## src/rtl/tlr_pkg.sv

```systemverilog
// Shared types and constants of the thick line rasterizer.
package tlr_pkg;

    localparam int COORD_BITS  = 12;
    localparam int IN_BITS     = 16;
    localparam int MAX_BRUSH   = 16;
    localparam int BRUSH_BITS  = 5;
    localparam int BCNT_BITS   = $clog2(MAX_BRUSH);
    localparam int ERR_BITS    = COORD_BITS + 2;
    localparam int PITCH_BITS  = 15;
    localparam int OFFSET_BITS = 26;
    localparam int COLOR_BITS  = 32;
    localparam int ADDR_BITS   = 4;
    localparam int DATA_BITS   = 32;

    localparam logic CMD_START = 1'b0;
    localparam logic CMD_NEXT  = 1'b1;

    localparam logic [1:0] REG_SURFACE_WIDTH  = 2'd0;
    localparam logic [1:0] REG_SURFACE_HEIGHT = 2'd1;
    localparam logic [1:0] REG_ROW_PITCH      = 2'd2;

    localparam logic [COORD_BITS-1:0] RESET_WIDTH  = COORD_BITS'(640);
    localparam logic [COORD_BITS-1:0] RESET_HEIGHT = COORD_BITS'(480);
    localparam logic [PITCH_BITS-1:0] RESET_PITCH  = PITCH_BITS'(2560);

    typedef struct packed {
        logic                       command;
        logic signed [IN_BITS-1:0]  start_x;
        logic signed [IN_BITS-1:0]  start_y;
        logic signed [IN_BITS-1:0]  end_x;
        logic signed [IN_BITS-1:0]  end_y;
        logic [COLOR_BITS-1:0]      pixel_color;
        logic [BRUSH_BITS-1:0]      brush_size;
    } in_item_t;

    typedef struct packed {
        logic [COORD_BITS-1:0]  pixel_x;
        logic [COORD_BITS-1:0]  pixel_y;
        logic [OFFSET_BITS-1:0] byte_offset;
        logic [COLOR_BITS-1:0]  write_color;
        logic                   last_pixel;
        logic                   no_pixel;
    } out_item_t;

    typedef struct packed {
        logic [COORD_BITS-1:0] surface_width;
        logic [COORD_BITS-1:0] surface_height;
        logic [PITCH_BITS-1:0] row_pitch_bytes;
    } cfg_t;

endpackage

```

## src/rtl/tlr_stepper.sv

```systemverilog
// Line state, Bresenham stepping and brush walk; one pixel per next command.
module tlr_stepper (
    input  logic              clk,
    input  logic              rst_n,
    input  logic              accept,
    input  tlr_pkg::in_item_t item,
    input  tlr_pkg::cfg_t     cfg,
    output tlr_pkg::out_item_t result,
    output logic              result_valid
);

    function automatic logic [tlr_pkg::COORD_BITS-1:0] clamp_coord(
        input logic signed [tlr_pkg::IN_BITS-1:0]    p,
        input logic [tlr_pkg::COORD_BITS-1:0]        size,
        input logic [tlr_pkg::BRUSH_BITS-1:0]        brush
    );
        logic [tlr_pkg::COORD_BITS:0]   lim;
        logic [tlr_pkg::COORD_BITS-1:0] lim_sat;
        logic [tlr_pkg::COORD_BITS-1:0] r;
        lim = {1'b0, size}
            - {{(tlr_pkg::COORD_BITS - tlr_pkg::BRUSH_BITS + 1){1'b0}}, brush};
        lim_sat = lim[tlr_pkg::COORD_BITS] ? '0 : lim[tlr_pkg::COORD_BITS-1:0];
        if (p[tlr_pkg::IN_BITS-1])
        begin
            r = '0;
        end
        else if ({1'b0, p[tlr_pkg::IN_BITS-2:0]} >
                 {{(tlr_pkg::IN_BITS - tlr_pkg::COORD_BITS){1'b0}}, lim_sat})
        begin
            r = lim_sat;
        end
        else
        begin
            r = p[tlr_pkg::COORD_BITS-1:0];
        end
        return r;
    endfunction

    logic [tlr_pkg::COORD_BITS-1:0] cursor_x_reg, cursor_x_next;
    logic [tlr_pkg::COORD_BITS-1:0] cursor_y_reg, cursor_y_next;
    logic [tlr_pkg::COORD_BITS-1:0] target_x_reg, target_x_next;
    logic [tlr_pkg::COORD_BITS-1:0] target_y_reg, target_y_next;
    logic [tlr_pkg::COORD_BITS-1:0] span_x_reg, span_x_next;
    logic [tlr_pkg::COORD_BITS-1:0] span_y_reg, span_y_next;
    logic                           step_x_neg_reg, step_x_neg_next;
    logic                           step_y_neg_reg, step_y_neg_next;
    logic signed [tlr_pkg::ERR_BITS-1:0] error_reg, error_next;
    logic [tlr_pkg::BCNT_BITS-1:0]  column_reg, column_next;
    logic [tlr_pkg::BCNT_BITS-1:0]  row_reg, row_next;
    logic [tlr_pkg::BRUSH_BITS-1:0] brush_reg, brush_next;
    logic [tlr_pkg::COLOR_BITS-1:0] color_reg, color_next;
    logic                           active_reg, active_next;

    logic [tlr_pkg::BRUSH_BITS-1:0] brush_sat;
    logic [tlr_pkg::COORD_BITS-1:0] cx, cy, tx, ty;
    logic [tlr_pkg::COORD_BITS-1:0] dx, dy;
    logic [tlr_pkg::COORD_BITS-1:0] px, py;
    logic [tlr_pkg::COORD_BITS+tlr_pkg::PITCH_BITS-1:0] row_product;
    logic row_wrap, column_wrap, at_target, move_x, move_y;
    logic signed [tlr_pkg::ERR_BITS-1:0] span_x_ext, span_y_ext;

    always_comb
    begin
        if (item.brush_size == '0)
        begin
            brush_sat = tlr_pkg::BRUSH_BITS'(1);
        end
        else if (item.brush_size > tlr_pkg::BRUSH_BITS'(tlr_pkg::MAX_BRUSH))
        begin
            brush_sat = tlr_pkg::BRUSH_BITS'(tlr_pkg::MAX_BRUSH);
        end
        else
        begin
            brush_sat = item.brush_size;
        end
        cx = clamp_coord(item.start_x, cfg.surface_width, brush_sat);
        cy = clamp_coord(item.start_y, cfg.surface_height, brush_sat);
        tx = clamp_coord(item.end_x, cfg.surface_width, brush_sat);
        ty = clamp_coord(item.end_y, cfg.surface_height, brush_sat);
        dx = (tx >= cx) ? tx - cx : cx - tx;
        dy = (ty >= cy) ? ty - cy : cy - ty;
    end

    // Pixel of the brush square at the current cursor.
    always_comb
    begin
        px = cursor_x_reg + tlr_pkg::COORD_BITS'(column_reg);
        py = cursor_y_reg + tlr_pkg::COORD_BITS'(row_reg);
        row_product = py * cfg.row_pitch_bytes;
        row_wrap    = ({1'b0, row_reg} + tlr_pkg::BRUSH_BITS'(1)) == brush_reg;
        column_wrap = ({1'b0, column_reg} + tlr_pkg::BRUSH_BITS'(1)) == brush_reg;
        at_target   = (cursor_x_reg == target_x_reg) && (cursor_y_reg == target_y_reg);
        span_x_ext  = $signed({2'b00, span_x_reg});
        span_y_ext  = $signed({2'b00, span_y_reg});
        move_x      = error_reg > -span_x_ext;
        move_y      = error_reg < span_y_ext;
    end

    always_comb
    begin
        cursor_x_next   = cursor_x_reg;
        cursor_y_next   = cursor_y_reg;
        target_x_next   = target_x_reg;
        target_y_next   = target_y_reg;
        span_x_next     = span_x_reg;
        span_y_next     = span_y_reg;
        step_x_neg_next = step_x_neg_reg;
        step_y_neg_next = step_y_neg_reg;
        error_next      = error_reg;
        column_next     = column_reg;
        row_next        = row_reg;
        brush_next      = brush_reg;
        color_next      = color_reg;
        active_next     = active_reg;
        result          = '0;
        result_valid    = 1'b0;

        if (accept && item.command == tlr_pkg::CMD_START)
        begin
            brush_next      = brush_sat;
            color_next      = item.pixel_color;
            cursor_x_next   = cx;
            cursor_y_next   = cy;
            target_x_next   = tx;
            target_y_next   = ty;
            span_x_next     = dx;
            span_y_next     = dy;
            step_x_neg_next = !(cx < tx);
            step_y_neg_next = !(cy < ty);
            // Halving rounds toward zero, so the negative case negates a shift.
            if (dx > dy)
            begin
                error_next = $signed({3'b000, dx[tlr_pkg::COORD_BITS-1:1]});
            end
            else
            begin
                error_next = -$signed({3'b000, dy[tlr_pkg::COORD_BITS-1:1]});
            end
            column_next = '0;
            row_next    = '0;
            active_next = 1'b1;
        end
        else if (accept)
        begin
            result_valid = 1'b1;
            if (!active_reg)
            begin
                result.no_pixel = 1'b1;
            end
            else
            begin
                result.pixel_x     = px;
                result.pixel_y     = py;
                result.byte_offset = tlr_pkg::OFFSET_BITS'(row_product)
                                   + tlr_pkg::OFFSET_BITS'({px, 2'b00});
                result.write_color = color_reg;
                row_next = row_reg + tlr_pkg::BCNT_BITS'(1);
                if (row_wrap)
                begin
                    row_next    = '0;
                    column_next = column_reg + tlr_pkg::BCNT_BITS'(1);
                    if (column_wrap)
                    begin
                        column_next = '0;
                        if (at_target)
                        begin
                            result.last_pixel = 1'b1;
                            active_next       = 1'b0;
                        end
                        else
                        begin
                            error_next = error_reg
                                       - (move_x ? span_y_ext : '0)
                                       + (move_y ? span_x_ext : '0);
                            if (move_x)
                            begin
                                cursor_x_next = step_x_neg_reg
                                    ? cursor_x_reg - tlr_pkg::COORD_BITS'(1)
                                    : cursor_x_reg + tlr_pkg::COORD_BITS'(1);
                            end
                            if (move_y)
                            begin
                                cursor_y_next = step_y_neg_reg
                                    ? cursor_y_reg - tlr_pkg::COORD_BITS'(1)
                                    : cursor_y_reg + tlr_pkg::COORD_BITS'(1);
                            end
                        end
                    end
                end
            end
        end
    end

    always_ff @(posedge clk or negedge rst_n)
    begin
        if (!rst_n)
        begin
            cursor_x_reg   <= '0;
            cursor_y_reg   <= '0;
            target_x_reg   <= '0;
            target_y_reg   <= '0;
            span_x_reg     <= '0;
            span_y_reg     <= '0;
            step_x_neg_reg <= 1'b0;
            step_y_neg_reg <= 1'b0;
            error_reg      <= '0;
            column_reg     <= '0;
            row_reg        <= '0;
            brush_reg      <= tlr_pkg::BRUSH_BITS'(1);
            color_reg      <= '0;
            active_reg     <= 1'b0;
        end
        else
        begin
            cursor_x_reg   <= cursor_x_next;
            cursor_y_reg   <= cursor_y_next;
            target_x_reg   <= target_x_next;
            target_y_reg   <= target_y_next;
            span_x_reg     <= span_x_next;
            span_y_reg     <= span_y_next;
            step_x_neg_reg <= step_x_neg_next;
            step_y_neg_reg <= step_y_neg_next;
            error_reg      <= error_next;
            column_reg     <= column_next;
            row_reg        <= row_next;
            brush_reg      <= brush_next;
            color_reg      <= color_next;
            active_reg     <= active_next;
        end
    end

endmodule

```

## src/rtl/thick_line_rasterizer.sv

```systemverilog
// Top level of the thick line rasterizer: register port, stepper and output buffer.
//
//   channel | direction | handshake           | payload
//   --------+-----------+---------------------+--------------------------
//   cmd     | in        | cmd_valid/cmd_stall | tlr_pkg::in_item_t
//   pix     | out       | pix_valid/pix_stall | tlr_pkg::out_item_t
//   apb     | in/out    | psel/penable/pready | paddr, pwdata, prdata
//
// One command item is taken every cycle while cmd_stall is low; a next command's
// pixel is registered in the output or skid entry; a start command gives no item.
// The output register plus one skid entry absorb a stall; cmd_stall rises only
// while the skid entry is occupied. Reset clears the line state to idle and
// loads the default surface geometry.
module thick_line_rasterizer (
    input  logic                           clk,
    input  logic                           rst_n,
    input  logic                           psel,
    input  logic                           penable,
    input  logic                           pwrite,
    input  logic [tlr_pkg::ADDR_BITS-1:0]  paddr,
    input  logic [tlr_pkg::DATA_BITS-1:0]  pwdata,
    output logic [tlr_pkg::DATA_BITS-1:0]  prdata,
    output logic                           pready,
    input  logic                           cmd_valid,
    output logic                           cmd_stall,
    input  tlr_pkg::in_item_t              cmd,
    output logic                           pix_valid,
    input  logic                           pix_stall,
    output tlr_pkg::out_item_t             pix
);

    tlr_pkg::cfg_t      cfg_reg, cfg_next;
    tlr_pkg::out_item_t out_item_reg, out_item_next;
    tlr_pkg::out_item_t skid_item_reg, skid_item_next;
    logic               out_valid_reg, out_valid_next;
    logic               skid_valid_reg, skid_valid_next;

    tlr_pkg::out_item_t result;
    logic               result_valid;
    logic               accept;
    logic               out_fire;
    logic               cfg_write;

    assign pready    = 1'b1;
    assign cfg_write = psel && penable && pwrite;
    assign cmd_stall = skid_valid_reg;
    assign accept    = cmd_valid && !skid_valid_reg;
    assign pix_valid = out_valid_reg;
    assign pix       = out_item_reg;
    assign out_fire  = out_valid_reg && !pix_stall;

    always_comb
    begin
        cfg_next = cfg_reg;
        if (cfg_write)
        begin
            case (paddr[3:2])
                tlr_pkg::REG_SURFACE_WIDTH:
                    cfg_next.surface_width = pwdata[tlr_pkg::COORD_BITS-1:0];
                tlr_pkg::REG_SURFACE_HEIGHT:
                    cfg_next.surface_height = pwdata[tlr_pkg::COORD_BITS-1:0];
                tlr_pkg::REG_ROW_PITCH:
                    cfg_next.row_pitch_bytes = pwdata[tlr_pkg::PITCH_BITS-1:0];
                default:
                    cfg_next = cfg_reg;
            endcase
        end
    end

    always_comb
    begin
        case (paddr[3:2])
            tlr_pkg::REG_SURFACE_WIDTH:
                prdata = tlr_pkg::DATA_BITS'(cfg_reg.surface_width);
            tlr_pkg::REG_SURFACE_HEIGHT:
                prdata = tlr_pkg::DATA_BITS'(cfg_reg.surface_height);
            tlr_pkg::REG_ROW_PITCH:
                prdata = tlr_pkg::DATA_BITS'(cfg_reg.row_pitch_bytes);
            default:
                prdata = '0;
        endcase
    end

    tlr_stepper u_stepper (
        .clk          (clk),
        .rst_n        (rst_n),
        .accept       (accept),
        .item         (cmd),
        .cfg          (cfg_reg),
        .result       (result),
        .result_valid (result_valid)
    );

    // A new pixel goes straight to the output register when it is free or
    // draining this cycle, and into the skid entry otherwise.
    always_comb
    begin
        out_item_next   = out_item_reg;
        skid_item_next  = skid_item_reg;
        out_valid_next  = out_valid_reg;
        skid_valid_next = skid_valid_reg;
        if (skid_valid_reg)
        begin
            if (out_fire)
            begin
                out_item_next   = skid_item_reg;
                skid_valid_next = 1'b0;
            end
        end
        else if (result_valid)
        begin
            if (!out_valid_reg || out_fire)
            begin
                out_item_next  = result;
                out_valid_next = 1'b1;
            end
            else
            begin
                skid_item_next  = result;
                skid_valid_next = 1'b1;
            end
        end
        else if (out_fire)
        begin
            out_valid_next = 1'b0;
        end
    end

    always_ff @(posedge clk or negedge rst_n)
    begin
        if (!rst_n)
        begin
            cfg_reg.surface_width   <= tlr_pkg::RESET_WIDTH;
            cfg_reg.surface_height  <= tlr_pkg::RESET_HEIGHT;
            cfg_reg.row_pitch_bytes <= tlr_pkg::RESET_PITCH;
            out_valid_reg           <= 1'b0;
            skid_valid_reg          <= 1'b0;
        end
        else
        begin
            cfg_reg        <= cfg_next;
            out_valid_reg  <= out_valid_next;
            skid_valid_reg <= skid_valid_next;
        end
    end

    always_ff @(posedge clk)
    begin
        out_item_reg  <= out_item_next;
        skid_item_reg <= skid_item_next;
    end

endmodule
```

## config.mk

```make
export PLATFORM = sky130hd
export DESIGN_NAME = thick_line_rasterizer
export DESIGN_NICKNAME = d
export VERILOG_FILES = /design/src/rtl/tlr_pkg.sv /design/src/rtl/tlr_stepper.sv /design/src/rtl/thick_line_rasterizer.sv
export SDC_FILE = /design/constraint.sdc
export NUM_CORES = 1
export LEC_CHECK = 0
export ABC_AREA = 1
export BUFFER_PORTS_ARGS = -buffer_cell sky130_fd_sc_hd__buf_2
export CAP_MARGIN = 40
export CORE_UTILIZATION = 50
export CTS_BUF_LIST = sky130_fd_sc_hd__clkbuf_16
export CTS_CLUSTER_SIZE = 25
export DETAILED_ROUTE_END_ITERATION = 6
export PLACE_DENSITY = 0.69
export SYNTH_ARGS = -nofsm -noshare
export SYNTH_HDL_FRONTEND = slang
export SYNTH_SLANG_ARGS = --single-unit
export TNS_END_PERCENT = 30
```

## constraint.sdc

```tcl
create_clock -name clk -period 11.3 [get_ports clk]
set_clock_uncertainty 0.05 [all_clocks]
set_input_delay 2.26 -clock clk [delete_from_list [all_inputs] [get_ports clk]]
set_output_delay 2.26 -clock clk [all_outputs]
set_load 0.02 [all_outputs]
```

---- Yosys cells after proc, flatten, opt, wreduce, memory -nomap -nowiden ----
Index checks and enable logic that the tools add are counted.
word-level totals
  output and inout port bits .............. 119
  logic and storage cells ................. 186
  flip-flop bits (word level) ............. 343
operators by class
  $add $sub $neg .......................... 21
  reduce and logical (&&, ||, !) cells .... 34
  multiply operators ...................... 1
  equal/unequal tests ..................... 9
  bitwise operators ....................... 3
  order comparisons ....................... 12
  mux-type cells .......................... 75
operator list
  kind                                                                   number
  84-bit 2-to-1 mux                                                      6
  12-bit 2-to-1 mux                                                      30
  14-bit 2-to-1 mux                                                      7
  83-bit 2-to-1 mux                                                      1
  15-bit by 12-bit > comparator with 1-bit output                        4
  12-bit subtractor                                                      4
  15-bit one-hot mux with 3 select lines                                 1
  4-bit 2-to-1 mux                                                       9
  26-bit by 14-bit adder with 26-bit output                              1
  12-bit by 15-bit multiplier with 26-bit output                         1
  12-bit by 5-bit subtractor with 13-bit output                          2
  12-bit by 1-bit adder with 12-bit output (second input constant)       2
  12-bit by 4-bit adder with 12-bit output                               2
  12-bit equality test                                                   2
  12-bit greater-or-equal comparator                                     2
  12-bit < comparator                                                    2
  12-bit by 1-bit subtractor with 12-bit output (second input constant)  2
  1-bit 2-to-1 mux                                                       19
  2-bit nonzero test                                                     9
  14-bit adder                                                           1
  14-bit > comparator                                                    1
  14-bit by 13-bit < comparator with 1-bit output                        1
  11-bit negation with 14-bit output                                     1
  12-bit negation with 14-bit output                                     1
  other kinds (21)                                                       44

---- Logic depth before layout (Yosys ltp) ----
Gate-level depths: netlist of run 1.
  word-level depth ........................ 13
  gate-level depth with buffers ........... 62
  gate-level depth less buffers ........... 61

---- By module ----
Synthesis of run 1 repeated with hierarchy kept, for this count alone.
unflattened totals
  cells, all modules ...................... 4024
  area, all modules ....................... 30264.0 µm²
by module, submodules not included
  module                 area each (µm²)  cells each  seq. area each (µm²)  instances
  tlr_stepper            22115.0          3313        3354.5                1
  thick_line_rasterizer  8149.1           711         6080.8                1

---- Worst setup path after synthesis of run 1 ----
Ideal clock, no wire load.
  path kind ............................... input port to flip-flop
  start ................................... in cmd[1] (netlist bit)
  end ..................................... reg u_stepper.error_reg[0] (netlist bit)
  cell stages on the path ................. 58
  arrival ................................. 9.857 ns
  required time ........................... 11.163 ns
  path slack .............................. 1.305 ns
  cell sequence ........................... inv_1 -> a21oi_1 -> nor2_1 -> ha_1 -> fa_1 -> nor2_1 -> o21ai_0 -> nand2_1 -> inv_1 -> nor2_1 -> inv_1 -> nand2_1 -> nor3_1 -> nand2_1 -> nor2_1 -> nand2_1 -> inv_1 -> nor3_1 -> (+22 left out) -> inv_1 -> buf_2 -> nand2_1 -> o21ai_0 -> o211ai_1 -> a221oi_1 -> xor2_1 -> inv_1 -> ha_1 -> nand4_1 -> nor2_1 -> inv_1 -> o22ai_2 -> inv_1 -> nor2_1 -> inv_1 -> a22o_1 -> a22oi_1
between the ends
  word-level cells in the longest chain between the ends .. 13
RTL lines
  what                                                                     RTL line                     text
  from (decl)                                                              thick_line_rasterizer.sv:26  input tlr_pkg::in_item_t cmd,
  5-bit > comparator                                                       tlr_stepper.sv:68            else if (item.brush_size > tlr_pkg::BRUSH_BITS'(tlr_pkg::MAX_BRUSH))
  5-bit 2-to-1 mux                                                         tlr_stepper.sv:68
  5-bit 2-to-1 mux (*)                                                     tlr_stepper.sv:64            if (item.brush_size == '0)
  net u_stepper.brush_sat, one bit                                         tlr_stepper.sv:54            logic [tlr_pkg::BRUSH_BITS-1:0] brush_sat;
  12-bit by 5-bit subtractor with 13-bit output (*)                        tlr_stepper.sv:21            - {{(tlr_pkg::COORD_BITS - tlr_pkg::BRUSH_BITS + 1){1'b0}}, brush};
  12-bit 2-to-1 mux (*)                                                    tlr_stepper.sv:22            lim_sat = lim[tlr_pkg::COORD_BITS] ? '0 : lim[tlr_pkg::COORD_BITS-1:0];
  15-bit by 12-bit > comparator with 1-bit output                          tlr_stepper.sv:27            else if ({1'b0, p[tlr_pkg::IN_BITS-2:0]} >
  12-bit 2-to-1 mux (*)                                                    tlr_stepper.sv:27
  12-bit 2-to-1 mux (*)                                                    tlr_stepper.sv:23            if (p[tlr_pkg::IN_BITS-1])
  net u_stepper.tx, one bit                                                tlr_stepper.sv:55            logic [tlr_pkg::COORD_BITS-1:0] cx, cy, tx, ty;
  12-bit subtractor or 12-bit greater-or-equal comparator (tied branches)  tlr_stepper.sv:80            dx = (tx >= cx) ? tx - cx : cx - tx;
  12-bit 2-to-1 mux (*)                                                    tlr_stepper.sv:80
  net u_stepper.dx, one bit                                                tlr_stepper.sv:56            logic [tlr_pkg::COORD_BITS-1:0] dx, dy;
  12-bit > comparator (*)                                                  tlr_stepper.sv:131           if (dx > dy)
  14-bit 2-to-1 mux (*)                                                    tlr_stepper.sv:131
  14-bit 2-to-1 mux (*)                                                    tlr_stepper.sv:118           if (accept && item.command == tlr_pkg::CMD_START)
  to (signal assigned)                                                     tlr_stepper.sv:223           error_reg <= error_next;
  to (decl)                                                                tlr_stepper.sv:47            logic signed [tlr_pkg::ERR_BITS-1:0] error_reg, error_next;
Mark *: on every way through the listed nets, which the timed path passes. The rest lies on a longest branch.
A chain may end at the register's enable or synchronous reset.

---- Final worst setup path of run 1 ----
  start ................................... in cmd[1] (netlist bit)
  end ..................................... reg u_stepper.error_reg[3] (netlist bit)
The elaborated chain is that of the path after synthesis.

==> metrics.txt, run 1 <==
outcome finished clean; WL per Instance 16.6 um; Top Ports 264; CP top delay family compound AO/OA/AOI/OAI gates; Post-synth top cells 757 x nand2_1, 621 x inv_1, 387 x nor2_1, 285 x o21ai_0, 252 x ha_1; Antenna Violating Nets Remaining 0; hold path endpoint u_stepper.span_y_reg[11]; flop2flop setup slack about 3 ns; dominant cell type by area after synthesis edfxtp_1; GP Congestion 0.968; crit path DAT about 11 ns; Mean Syn Cell Area 8.01 sq um; CP max-delay cell nor2_1; Post-synth EDFFs between 150 and 200; CTS root buf clkbuf_16; XOR/XNOR share of the synthesized area 2.72%; top cells by area, synth edfxtp_1 18%, dfrtp_1 15%, fa_1 11%, ha_1 11%, nand2_1 9.9%; initial antenna violation count 0; die area 0.0582 sq mm; Hold Crit Depth 2; Netlist cell types 68; Min-Delay Path Class flip-flop to flip-flop; via count approximately 24,000; worst-margin pin slew 0.868 ns; number of fillers in the final layout 5,265; core footprint approximately 0.056 sq mm; FF-to-FF path depth 54; Die W roughly 240 um; post-synthesis compound-gate area fraction roughly 11%; hpwl dp 60.4 mm; main combinational cell family by area after synthesis adder cells; count of pins over their slew limit 0; Layout Area Growth over Synthesis 12.4%; GRT Residual Overflow 0; Most used DFF post-synth edfxtp_1; number of port buffers 226; DR vias/cell 5.25; CTS Sinks 343; clock-pin slew on the worst setup and hold paths 0.05 ns; most used cell, CP inv_1; critical path class input port to flip-flop; clock buffer depth 3; Die Span Y 241 um; Synth Warn # 0; FFs w/ async S/R, synth slightly above 50%; GRT Util Overall 26.6%; top cell type's share of synthesized area 17.6%; TNS Setup 0 ns; Initial Util 50.7%; critical path endpoint category flip-flop; period utilisation layout approximately nine tenths; startpoint types input port; R2R Path Start cfg_reg[27]; vias in the first global route about 23,000; post-CTS resize count 0; CTS buffer count 39; Register Area about 0.0094 sq mm; RSZ-0062 raised after global routing no; Remaining DRCs 0; hold buffer count at CTS 0; worst reg2reg path endpoint u_stepper.error_reg[3]; Worst Path Required 11.67 ns; maximum operating frequency 97.7 MHz; Setup violations, final 0; Hold Startpoint u_stepper.span_y_reg[11]; layout cell share with drive strength beyond 1 12.2%; max_cap viols 0; # nets final roughly 4,400; # diodes 0; global-route wire length before repair 121 mm; mux share of post-synthesis cell area 0.0743%; H-tree Lvls 2; drt total wl between 70 and 80 mm; synthesized flop and latch total approximately 340; Post-Synthesis Cells 3,577; CP Max Fanout 12; DR pass1 iterations 5; Slew HR between 40% and 50%; Post-Synthesis Cell Area 0.0286 sq mm; area of the multi-input gates 0.0164 sq mm; Setup Fix Bufs, Post-CTS 0; Synth Area in Simple Gates 20.6%; count leader, synth nand2_1; final-report hold violation count 0; row count 87; CTS tree yes; post-synthesis adder-cell area fraction 22.3%; Skew-Pair Late Insertion Delay 0.57 ns; Buf+Inv Stages, Crit Path 14; largest net degree at the start of global routing 75; Max stage delay on crit path ~0.39 ns; initial drt markers 1,911; sequential-to-total area share from yosys stat roughly a third; min cycle time layout just over 10 ns
-- metal layers --
layer	global-route usage [%]	up-vias	wire [um]
met5	0	-	0
met4	6.60	0	1740
met3	3.66	99	4960
met2	41.7	732	33800
met1	38.7	11445	35700
li1	-	11873	-
-- area by class of cell --
type | instances | share of cell area (%)
clock inverters | 31 | 0.785
clock buffers | 39 | 3.03
multi-input cells | 2497 | 50.9
flip-flops and latches | 343 | 29.3
repair buffers | 309 | 5.74
well taps | 756 | 2.94
inverters | 628 | 7.33
-- cells in the final DEF (no fill, tap or decap), drive strengths merged, types with 5 or more instances in the layout --
| master | count |
|---|---|
| a211oi | 5 |
| a21o | 6 |
| a21oi | 155 |
| a22oi | 7 |
| a31oi | 13 |
| and3 | 5 |
| buf | 309 |
| clkbuf | 39 |
| clkinv | 16 |
| conb | 18 |
| dfrtp | 166 |
| dfstp | 9 |
| edfxtp | 168 |
| fa | 162 |
| ha | 252 |
| inv | 637 |
| nand2 | 773 |
| nand3 | 96 |
| nand3b | 5 |
| nand4 | 25 |
| nor2 | 400 |
| nor3 | 52 |
| nor4 | 8 |
| o211ai | 26 |
| o21a | 5 |
| o21ai | 299 |
| o21bai | 8 |
| o221ai | 11 |
| o22ai | 10 |
| o31ai | 5 |
| or2 | 38 |
| xnor2 | 31 |
| xor2 | 58 |
-- worst max-delay path by stage --
| stage | from | endpoint | slack [ns] | cells after the start |
|---|---|---|---|---|
| 5_1_grt | cmd[1] | u_stepper.error_reg[4] | 0.13 | 53 |
| 2_1_floorplan | cmd[1] | u_stepper.error_reg[0] | 1.31 | 58 |
| 6_report | cmd[1] | u_stepper.error_reg[3] | 1.07 | 52 |
| 4_1_cts | cmd[1] | u_stepper.error_reg[3] | 1.15 | 59 |
| 3_5_place_dp | cmd[1] | u_stepper.error_reg[3] | 0.52 | 59 |
| 3_3_place_gp | cmd[1] | u_stepper.error_reg[3] | 0.64 | 53 |
-- tightest hold or removal path: stages (launching register included) --
cell	delay [ns]
dfrtp_1	0.34
nand2_1	0.05
o21ai_0	0.06
-- metrics by stage --
stage	cell area, sq um	utilization, %	worst slack (ns)	cells	hold slack [ns]
after floorplan	28700	-	1.31	3593	0.403
after global placement	30800	54.6	0.640	4526	0.421
after detailed placement	31000	54.8	0.523	4532	0.428
after CTS	32200	57.0	1.15	4602	0.442
after global routing	32200	57.0	0.132	4603	0.474
final	32200	57.0	1.07	4603	0.438
-- cell families (layout without fill, tap and decap cells) --
logic type	count (synthesis)	count (layout)
and+or+nand+nor	1405	1405
buffers and inverters	753	1007
AOI/OAI and AO/OA	569	569
adders and majority gates	414	414
DFF	343	343
xor gates and xnor gates	89	89
other	2	18
muxes	2	2
Power of run 1 is left out: the tool's default activity adds up to more than one toggle a clock period on the data nets, which glitch-free logic cannot reach.
==> run 2, diff against run 1 <==
- CORE_ASPECT_RATIO: default -> 1.1
==> run 2 against run 1 <==
Effect of this change:
- cell count decreased by 0.89%
- critical path depth is 6 higher
- register-to-register slack barely moved
- clock-buffer cell count shrank 1
- sequential share of layout area rose by 0.22 points
- maximum frequency is 0.42% higher
- worst setup slack better by 0.043 ns
- routed wire length increased by 1.3%
- die area hardly changed
- first-iteration DRC count down 7.4%
- highest routed layer is now met5
==> metrics.txt, run 2 (synthesis gave the netlist of run 1 again) <==
outcome finished clean; largest net degree at the start of global routing 87; CTS root buf clkbuf_16; CTS tree yes; Buf+Inv Stages, Crit Path 15; Worst Path Required 11.74 ns; Die W 230 um; final hold slack 0.439 ns; CP Max Fanout 17; final-report hold violation count 0; Remaining DRCs 0; Skew-Pair Late Insertion Delay 0.57 ns; TNS Setup 0 ns; GR peak layer met2; RSZ-0062 raised after global routing no; worst-margin pin slew roughly 0.85 ns; GRT Residual Overflow 0; vias in the first global route 23,328; GP Congestion 0.959; layout cell share with drive strength beyond 1 approximately an eighth; initial antenna violation count 3; WL per Instance 16.9 um; GR Util met2 45.6%; Layout Area Growth over Synthesis 11.6%; DR vias/cell about 5.2; DP Worst Slack 0.344 ns; die area 0.0582 sq mm; number of fillers in the final layout 5,352; CTS buffer count 38; most frequent cells in the layout 757 x nand2_1, 627 x inv_1, 382 x nor2_1; critical path class input port to flip-flop; Die Span Y 253 um; startpoint types input port; most common cell after layout, fill and taps aside nand2_1; core footprint between 0.05 and 0.06 sq mm; critical path endpoint category flip-flop; DR pass1 iterations 7; clock buffer depth 3; Antenna Violating Nets Remaining 0; period utilisation layout approximately 90%; initial drt markers between 1,500 and 2,000; H-tree Lvls 2; Min-Delay Path Class flip-flop to flip-flop; CTS Sinks between 300 and 400; global-route wire length before repair 123 mm; row count 91; GRT Util Overall 26.9%; via count 23,848; most used cell, CP inv_1; drt total wl approximately 77 mm; hpwl dp 60.9 mm; Initial Util approximately half; Top Ports between 200 and 300; crit path DAT 10.63 ns; CP max-delay cell fa_1; met3 Use GR 3.77%; clock-pin slew on the worst setup and hold paths roughly 0.060 ns; CP top delay family compound AO/OA/AOI/OAI gates; M1 GR Usage 36.2%; # nets final 4,345; Final Cell Area ~0.032 sq mm; min cycle time layout 10.19 ns; count of pins over their slew limit 0; setup slack after layout 1.11 ns; Slew HR 43.1%; dpl cell area 0.0307 sq mm; Max stage delay on crit path 0.38 ns; Setup violations, final 0; max_cap viols 0; number of port buffers 226; maximum operating frequency roughly 100 MHz
-- run 2: changes by cell type in the layout (fill, tap and decap cells not counted), sizes merged --
cell,before,now
inv,637,635
diode,0,2
bufinv,4,3
clkinv,16,18
buf,309,278
clkinvlp,2,4
clkbuf,39,38
-- run 2: stage by stage --
stage | utilization (%) | cells
3_5_place_dp | 54.4 | 4486
6_report | 56.7 | 4562
5_1_grt | 56.7 | 4561
3_3_place_gp | 54.2 | 4479
4_1_cts | 56.6 | 4556
2_1_floorplan | - | 3593
-- run 2: worst paths after layout --
kind	from	endpoint	slack, ns	cells after the start
worst max-delay path	cmd[1]	u_stepper.error_reg[4]	1.11	58
worst max register to register	cfg_reg[27]	u_stepper.error_reg[4]	3.01	55
worst min register to register	cfg_reg[15]	cfg_reg[15]	0.44	2
min in group asynchronous	rst_n	cfg_reg[25]	1.62	1
worst min-delay path	cfg_reg[15]	cfg_reg[15]	0.44	2
max in group asynchronous	rst_n	cmd_stall	7.90	4
-- run 2: cell type report --
cell class	instances	area [sq um]	area share, %
clock inverters	32	267	0.834
clock buffers	38	951	2.98
multi-input cells	2497	16400	51.3
diodes	2	5.00	0.0157
flip-flops and latches	343	9440	29.5
repair buffers	278	1610	5.03
inverters	628	2360	7.40
well taps	744	931	2.91
-- run 2: metal layers --
metal | vias up | part of all wire (%)
met2 | 638 | 48
met1 | 11291 | 44
met4 | 2 | 2.3
li1 | 11800 | -
met5 | - | 0.014
met3 | 117 | 5.8
-- run 2: what timing repair did --
action                                  4_1_cts  5_1_grt
buffers inserted                              0        4
resized for setup                             0        9
endpoints found under the setup margin        0       13
hold buffers                                  0        0
-- run 2: worst reg2reg max path: cells and delay by family, from the launching register on --
kind                     cells  cell delay (ns)
flip-flops                   1             0.39
buffers and inverters       14             1.55
XOR/XNOR                     1             0.17
AND/OR/NAND/NOR             20             2.41
adder cells (fa/ha/maj)      5             1.28
AO/OA/AOI/OAI               15             2.35
Power of run 2 is left out for the same reason.
